--- config.mk ---
export PLATFORM = sky130hd
export DESIGN_NAME = crc32_eight_byte_engine
export DESIGN_NICKNAME = d
export VERILOG_FILES = /design/src/rtl/core/crc32e_pkg.sv /design/src/rtl/core/crc32e_lane.sv /design/src/rtl/core/crc32e_merge.sv /design/src/rtl/core/crc32_eight_byte_engine.sv
export SDC_FILE = /design/constraint.sdc
export NUM_CORES = 1
export LEC_CHECK = 0
export ABC_CLOCK_PERIOD_IN_PS = 10300
export BUFFER_PORTS_ARGS = -buffer_cell sky130_fd_sc_hd__buf_2
export CORE_UTILIZATION = 64
export CTS_CLUSTER_SIZE = 8
export DETAILED_ROUTE_END_ITERATION = 12
export PLACE_DENSITY = 0.83
export SYNTH_ARGS = -nofsm -noshare
export SYNTH_HDL_FRONTEND = slang
export SYNTH_SLANG_ARGS = --single-unit
export TNS_END_PERCENT = 100
--- constraint.sdc ---
create_clock -name clk -period 10.3 [get_ports clk]
set_clock_uncertainty 0.05 [all_clocks]
set_input_delay 0.515 -clock clk [delete_from_list [all_inputs] [get_ports clk]]
set_output_delay 0.515 -clock clk [all_outputs]
set_load 0.05 [all_outputs]
--- src/rtl/core/crc32e_pkg.sv ---
`timescale 1ns / 1ps
`default_nettype none
// ----------------------------------------------------------------------------
// CRC-32 eight byte engine package
// Shared constants, item types and the byte shift of the reflected CRC-32.
// ----------------------------------------------------------------------------
package crc32e_pkg;

	localparam int          BytesPerItemDef = 8;
	localparam int          DataW           = 64;
	localparam int          DataLanes       = DataW / 8;
	localparam int          CountW          = 4;
	localparam int          CrcW            = 32;
	localparam int          InDataW         = 104;
	localparam int          InUserW         = 2;

	localparam logic [CrcW-1:0] CrcPoly     = 32'hEDB8_8320;
	localparam logic [CrcW-1:0] CrcAllOnes  = 32'hFFFF_FFFF;
	localparam logic [7:0]      SlashByte   = 8'h2F;
	localparam logic [7:0]      DelimReset  = 8'd92;

	typedef struct packed {
		logic            keep;
		logic [CrcW-1:0] term;
	} lane_t;

	typedef struct packed {
		logic            first;
		logic            last;
		logic [CrcW-1:0] start;
	} item_ctl_t;

	// Advance the reflected CRC register by eight zero bits.
	function automatic logic [CrcW-1:0] crc32e_shift8(input logic [CrcW-1:0] crc_in);
		logic [CrcW-1:0] v;
		v = crc_in;
		for (int k = 0; k < 8; k++) begin
			v = v[0] ? ((v >> 1) ^ CrcPoly) : (v >> 1);
		end
		return v;
	endfunction

endpackage
`default_nettype wire

--- src/rtl/core/crc32e_lane.sv ---
`timescale 1ns / 1ps
`default_nettype none
// ----------------------------------------------------------------------------
// CRC-32 byte lane
// Decides whether one byte is hashed and registers its CRC contribution.
// ----------------------------------------------------------------------------
module crc32e_lane (
	input  wire logic               clk,
	input  wire logic               load,
	input  wire logic [7:0]         lane_byte,
	input  wire logic               lane_en,
	input  wire logic               path_mode,
	input  wire logic [7:0]         delimiter,
	output      crc32e_pkg::lane_t  lane_s1
);
	import crc32e_pkg::*;

	logic skip;
	lane_t lane_d;

	assign skip = path_mode && ((lane_byte == SlashByte) || (lane_byte == delimiter));

	always_comb begin
		lane_d.keep = lane_en && !skip;
		lane_d.term = crc32e_shift8({{(CrcW-8){1'b0}}, lane_byte});
	end

	always_ff @(posedge clk) begin
		if (load) begin
			lane_s1 <= lane_d;
		end
	end

endmodule
`default_nettype wire

--- src/rtl/core/crc32e_merge.sv ---
`timescale 1ns / 1ps
`default_nettype none
// ----------------------------------------------------------------------------
// CRC-32 lane merge
// Folds the lane contributions into the running CRC and holds the result.
// ----------------------------------------------------------------------------
module crc32e_merge #(
	parameter int BYTES_PER_ITEM = crc32e_pkg::BytesPerItemDef
) (
	input  wire logic                        clk,
	input  wire logic                        arst_n,
	input  wire logic                        in_valid,
	output      logic                        in_ready,
	input  wire crc32e_pkg::lane_t           lanes [BYTES_PER_ITEM],
	input  wire crc32e_pkg::item_ctl_t       ctl,
	output      logic                        out_valid,
	input  wire logic                        out_ready,
	output      logic [crc32e_pkg::CrcW-1:0] crc_value,
	output      logic                        message_done
);
	import crc32e_pkg::*;

	logic            valid_s2;
	logic [CrcW-1:0] running_q;
	logic [CrcW-1:0] crc_s2;
	logic            done_s2;
	logic [CrcW-1:0] crc_next;
	logic            load;

	assign in_ready = !valid_s2 || out_ready;
	assign load     = in_valid && in_ready;

	always_comb begin
		crc_next = ctl.first ? ~ctl.start : running_q;
		for (int i = 0; i < BYTES_PER_ITEM; i++) begin
			if (lanes[i].keep) begin
				crc_next = crc32e_shift8(crc_next) ^ lanes[i].term;
			end
		end
	end

	always_ff @(posedge clk or negedge arst_n) begin
		if (!arst_n) begin
			valid_s2  <= 1'b0;
			running_q <= CrcAllOnes;
		end else if (load) begin
			valid_s2  <= 1'b1;
			running_q <= crc_next;
		end else if (out_ready) begin
			valid_s2  <= 1'b0;
		end
	end

	always_ff @(posedge clk) begin
		if (load) begin
			crc_s2  <= ~crc_next;
			done_s2 <= ctl.last;
		end
	end

	assign out_valid    = valid_s2;
	assign crc_value    = crc_s2;
	assign message_done = done_s2;

endmodule
`default_nettype wire

--- src/rtl/core/crc32_eight_byte_engine.sv ---
`timescale 1ns / 1ps
`default_nettype none
// ----------------------------------------------------------------------------
// CRC-32 eight byte engine
// Reflected CRC-32 (0xEDB88320) over up to BYTES_PER_ITEM bytes per item.
// ----------------------------------------------------------------------------
// The engine takes one item every cycle unless m_tready holds it off, and
// returns one result per item, registered in the lane stage and then in the
// merge stage. Stage one holds one lane per byte that registers the byte's
// CRC term and its skip decision; stage two chains the kept lanes onto the
// running CRC combinationally and registers the result; that loop sets the
// item rate. A first item loads the inverse of start_crc; each result is the
// CRC of the bytes so far. In path mode '/' and the configured delimiter byte
// are skipped. Write the delimiter only while no item is in flight.
// ----------------------------------------------------------------------------
module crc32_eight_byte_engine #(
	parameter int BYTES_PER_ITEM = crc32e_pkg::BytesPerItemDef
) (
	input  wire logic                           clk,
	input  wire logic                           arst_n,
	input  wire logic                           cfg_wen,
	input  wire logic [7:0]                     cfg_wdata,
	input  wire logic                           s_tvalid,
	output      logic                           s_tready,
	// data_bytes[63:0], byte_count[67:64], start_crc[99:68], zero pad
	input  wire logic [crc32e_pkg::InDataW-1:0] s_tdata,
	// first_item[0], path_mode[1]
	input  wire logic [crc32e_pkg::InUserW-1:0] s_tuser,
	input  wire logic                           s_tlast,
	output      logic                           m_tvalid,
	input  wire logic                           m_tready,
	// crc_value[31:0]
	output      logic [crc32e_pkg::CrcW-1:0]    m_tdata,
	output      logic                           m_tlast
);
	import crc32e_pkg::*;

	logic [DataW-1:0]  data_bytes;
	logic [CountW-1:0] byte_count;
	logic [CrcW-1:0]   start_crc;
	logic              path_mode;
	logic [7:0]        delimiter_q;
	logic              valid_s1;
	item_ctl_t         ctl_s1;
	logic              load_s1;
	logic              merge_ready;
	lane_t             lanes_s1 [BYTES_PER_ITEM];

	assign data_bytes = s_tdata[DataW-1:0];
	assign byte_count = s_tdata[DataW +: CountW];
	assign start_crc  = s_tdata[DataW+CountW +: CrcW];
	assign path_mode  = s_tuser[1];

	assign s_tready = !valid_s1 || merge_ready;
	assign load_s1  = s_tvalid && s_tready;

	always_ff @(posedge clk or negedge arst_n) begin
		if (!arst_n) begin
			delimiter_q <= DelimReset;
			valid_s1    <= 1'b0;
		end else begin
			if (cfg_wen) begin
				delimiter_q <= cfg_wdata;
			end
			if (s_tready) begin
				valid_s1 <= s_tvalid;
			end
		end
	end

	always_ff @(posedge clk) begin
		if (load_s1) begin
			ctl_s1.first <= s_tuser[0];
			ctl_s1.last  <= s_tlast;
			ctl_s1.start <= start_crc;
		end
	end

	for (genvar g = 0; g < BYTES_PER_ITEM; g++) begin : g_lane
		localparam logic [CountW:0] LaneIdx = (CountW+1)'(g);
		logic [7:0] lane_byte;
		logic       lane_en;

		if (g < DataLanes) begin : g_data
			assign lane_byte = data_bytes[8*g +: 8];
		end else begin : g_zero
			assign lane_byte = 8'h00;
		end

		assign lane_en = {1'b0, byte_count} > LaneIdx;

		crc32e_lane u_lane (
			.clk       (clk),
			.load      (load_s1),
			.lane_byte (lane_byte),
			.lane_en   (lane_en),
			.path_mode (path_mode),
			.delimiter (delimiter_q),
			.lane_s1   (lanes_s1[g])
		);
	end

	crc32e_merge #(
		.BYTES_PER_ITEM (BYTES_PER_ITEM)
	) u_merge (
		.clk          (clk),
		.arst_n       (arst_n),
		.in_valid     (valid_s1),
		.in_ready     (merge_ready),
		.lanes        (lanes_s1),
		.ctl          (ctl_s1),
		.out_valid    (m_tvalid),
		.out_ready    (m_tready),
		.crc_value    (m_tdata),
		.message_done (m_tlast)
	);

endmodule
`default_nettype wire

==> flow_metrics.tcl <==
set metrics [dict create \
    setup_ws_ns 0.3696 \
    reg2reg_from "u_merge.running_q[4]" \
    nFillCells 3317 \
    yosys.area.top_type "edfxtp_1" \
    synth_nets 2962 \
    fmax_mhz 100.7 \
    clk-insertion-delay-late_ns 0.63 \
    ys_ff_latch 357 \
    drc 0 \
    die_w_microns 221.8 \
    hp-class "input port to asynchronous set/reset pin" \
    avgSynthCellArea_sq_um 10.97 \
    core_area_sq_um 47650 \
    drv_cap 0 \
    start_kind "flop" \
    drt-initial-drc-count 2805 \
    root_buffer "clkbuf_16" \
    synth_flop_cell "edfxtp_1" \
    regToRegSetupSlack_ns 0.37 \
    drtPass1Iterations 7 \
    stdcell_count 3596 \
    synth_edf_count 315 \
    drt-wirelength-per-cell_microns 25.89 \
    critPathArrivalTime_ns 10.22 \
    cp.required_ns 10.59 \
    crit_path_end_kind "flop" \
    fin_crit_sh 0.9641 \
    grt_pass1_vias 21930 \
    synth_top_area_frac 0.3060 \
    r2r_end "u_merge.crc_value[18]" \
    post-place-ws_ns 0.4413 \
    antenna_found_initial 10 \
    wl_mm 93.10 \
    maxSlewViolCount 0 \
    synthToLayoutAreaGrowth_pct 9.630 \
    setup-violations-final 0 \
    gp_routability_congestion 1.007 \
    seq_area_frac_synth 0.3415 \
    start_util 0.6487 \
    synth_fa_ha_area_frac 0.009715 \
    path_class "flop to flop" \
    fin_hold_ws_ns 0.006459 \
    hold_buffers 0 \
    nets 3085 \
    grt-ovfl-total 0 \
    vias 22840 \
    relSlewSlack 0.2410 \
    status "finished clean" \
    std_cell_rows 80 \
    numCtsBuffers 52 \
    yosysWarningCount 0 \
    placedCellCount 3499 \
    grt_pass1_wl_mm 136.1 \
    synth_top_family_by_area "XOR/XNOR gates" \
    drive_gt1_frac 0.1733 \
    die_area_sq_um 49180 \
    cts_tree "built" \
    cp_max_fo 7 \
    vias_per_cell 6.352 \
    ios 155 \
    htreeDepth 2 \
    detail-route-antenna-nets 0 \
    synth_area_leaders "edfxtp_1 31%, xnor2_1 16%, xnor3_1 8.2%" \
    worst_path_largest_cell_delay_ns 0.69 \
    hpwl_mm 71.00 \
    netlist_instances 2818 \
    final_hold_viol_count 0 \
    dieHeight_microns 221.8 \
    ys_types 120 \
    crit_path_frequent_cell "xnor2_1" \
    cts_sinks 357 \
    max-clock-path-buffers 3 \
    synth.area.mux_share 0.06331 \
    synth_simple_gate_area_share 0.09626 \
    synth_most_common_cell "xnor2_1" \
    path_clk_slew_ns 0.06 \
    grt_util_all_layers 0.3729 \
    async_flop_share 0.1176 \
    worst_pin_slew_ns 1.134 \
    synth_xor_area_frac 0.3483 \
    netlist_top_cells_count "575 x xnor2_1, 315 x edfxtp_1, 254 x xor2_1" \
    fin_crit_ns 9.930 \
    portBuffers 150 \
    synth-compound-area-share 0.1071 \
    critical_path.slowest_cell "dfstp_2" \
    rr_worst_depth 28 \
    grt_max_degree 90 \
    netlist_area_sq_um 30910 \
]
==> per-stage QoR <==
step	utilization	instance area (sq um)	TNS, ns
after floorplan	-	30910	0
after global placement	0.6784	32320	0
after detailed placement	0.6784	32320	0
after CTS	0.7101	33830	0
after global routing	0.7111	33880	-0.05014
final	0.7112	33890	0
==> cells in the final DEF (no fill, tap or decap), types with 69 or more instances in the layout <==
cell,Yosys,final
o21ai_0,69,69
buf_4,8,96
a21oi_1,99,99
xnor3_1,113,113
mux2i_1,107,107
nor2_1,179,179
nand2_1,132,132
edfxtp_1,315,315
xor2_1,254,254
xnor2_1,575,574
buf_2,18,150
==> kinds of logic (layout without fill, tap and decap cells) <==
| kind of cell | after synthesis | in the layout |
|---|---|---|
| buffers and inverters | 237 | 390 |
| DFF | 357 | 357 |
| adders and majority gates | 24 | 24 |
| other | 0 | 10 |
| muxes | 171 | 171 |
| xor gates and xnor gates | 987 | 987 |
| AOI/OAI and AO/OA | 458 | 458 |
| and+or+nand+nor | 584 | 584 |
==> how the worst max path moves through the flow <==
stage	end	cells after the start	slack, ns	start
final	u_merge.crc_value[18]	28	0.37	u_merge.running_q[4]
after global placement	u_merge.crc_value[28]	26	0.67	ctl_s1[33]
after detailed placement	u_merge.crc_value[28]	26	0.44	ctl_s1[33]
after CTS	u_merge.crc_value[28]	26	0.45	ctl_s1[33]
after floorplan	u_merge.crc_value[26]	27	1.83	u_merge.running_q[5]
after global routing	u_merge.crc_value[16]	30	-0.05	u_merge.running_q[4]
==> worst max-delay path, delay by kind of cell, from the launching register on <==
family,cells,cell delay (ns)
buf+inv,1,0.19
simple gates,8,2.84
flops,1,0.69
xor+xnor,12,3.92
compound gates,3,0.46
mux,4,1.50
==> registers in the layout (all words and copies together) (netlist names) <==
register               cells
valid_s1                   1
u_merge.out_valid          1
delimiter_q                8
u_merge.running_q         32
u_merge.message_done       1
g_lane.u_lane.lane_s1    248
u_merge.crc_value         32
ctl_s1                    34
==> repair_timing <==
| item | in CTS | in global routing |
|---|---|---|
| hold endpoints to repair | 0 | 0 |
| setup endpoints to repair | 0 | 31 |
| setup buffers | 0 | 3 |
| resized for setup | 0 | 1 |
==> cell type report <==
cell class              count  area, sq um  share of cell area
multi-input cells        2224        19320              0.5701
inverters                  59        221.5            0.006535
clock inverters             8        105.1            0.003102
well taps                 615        769.5             0.02271
flip-flops and latches    357        10560              0.3115
clock buffers              76         1401             0.04135
repair buffers            247         1491             0.04401
diodes                     10        25.02           0.0007385
==> routing by layer <==
metal,track usage,vias to the layer above,share of wire
li1,-,10230,-
met1,0.5038,11120,0.39
met2,0.5814,1242,0.45
met3,0.06586,242,0.10
met4,0.1855,4,0.052
met5,0,-,0.00027
Power is left out: the tool's default activity adds up to more than one toggle a clock period on the data nets, which glitch-free logic cannot reach.
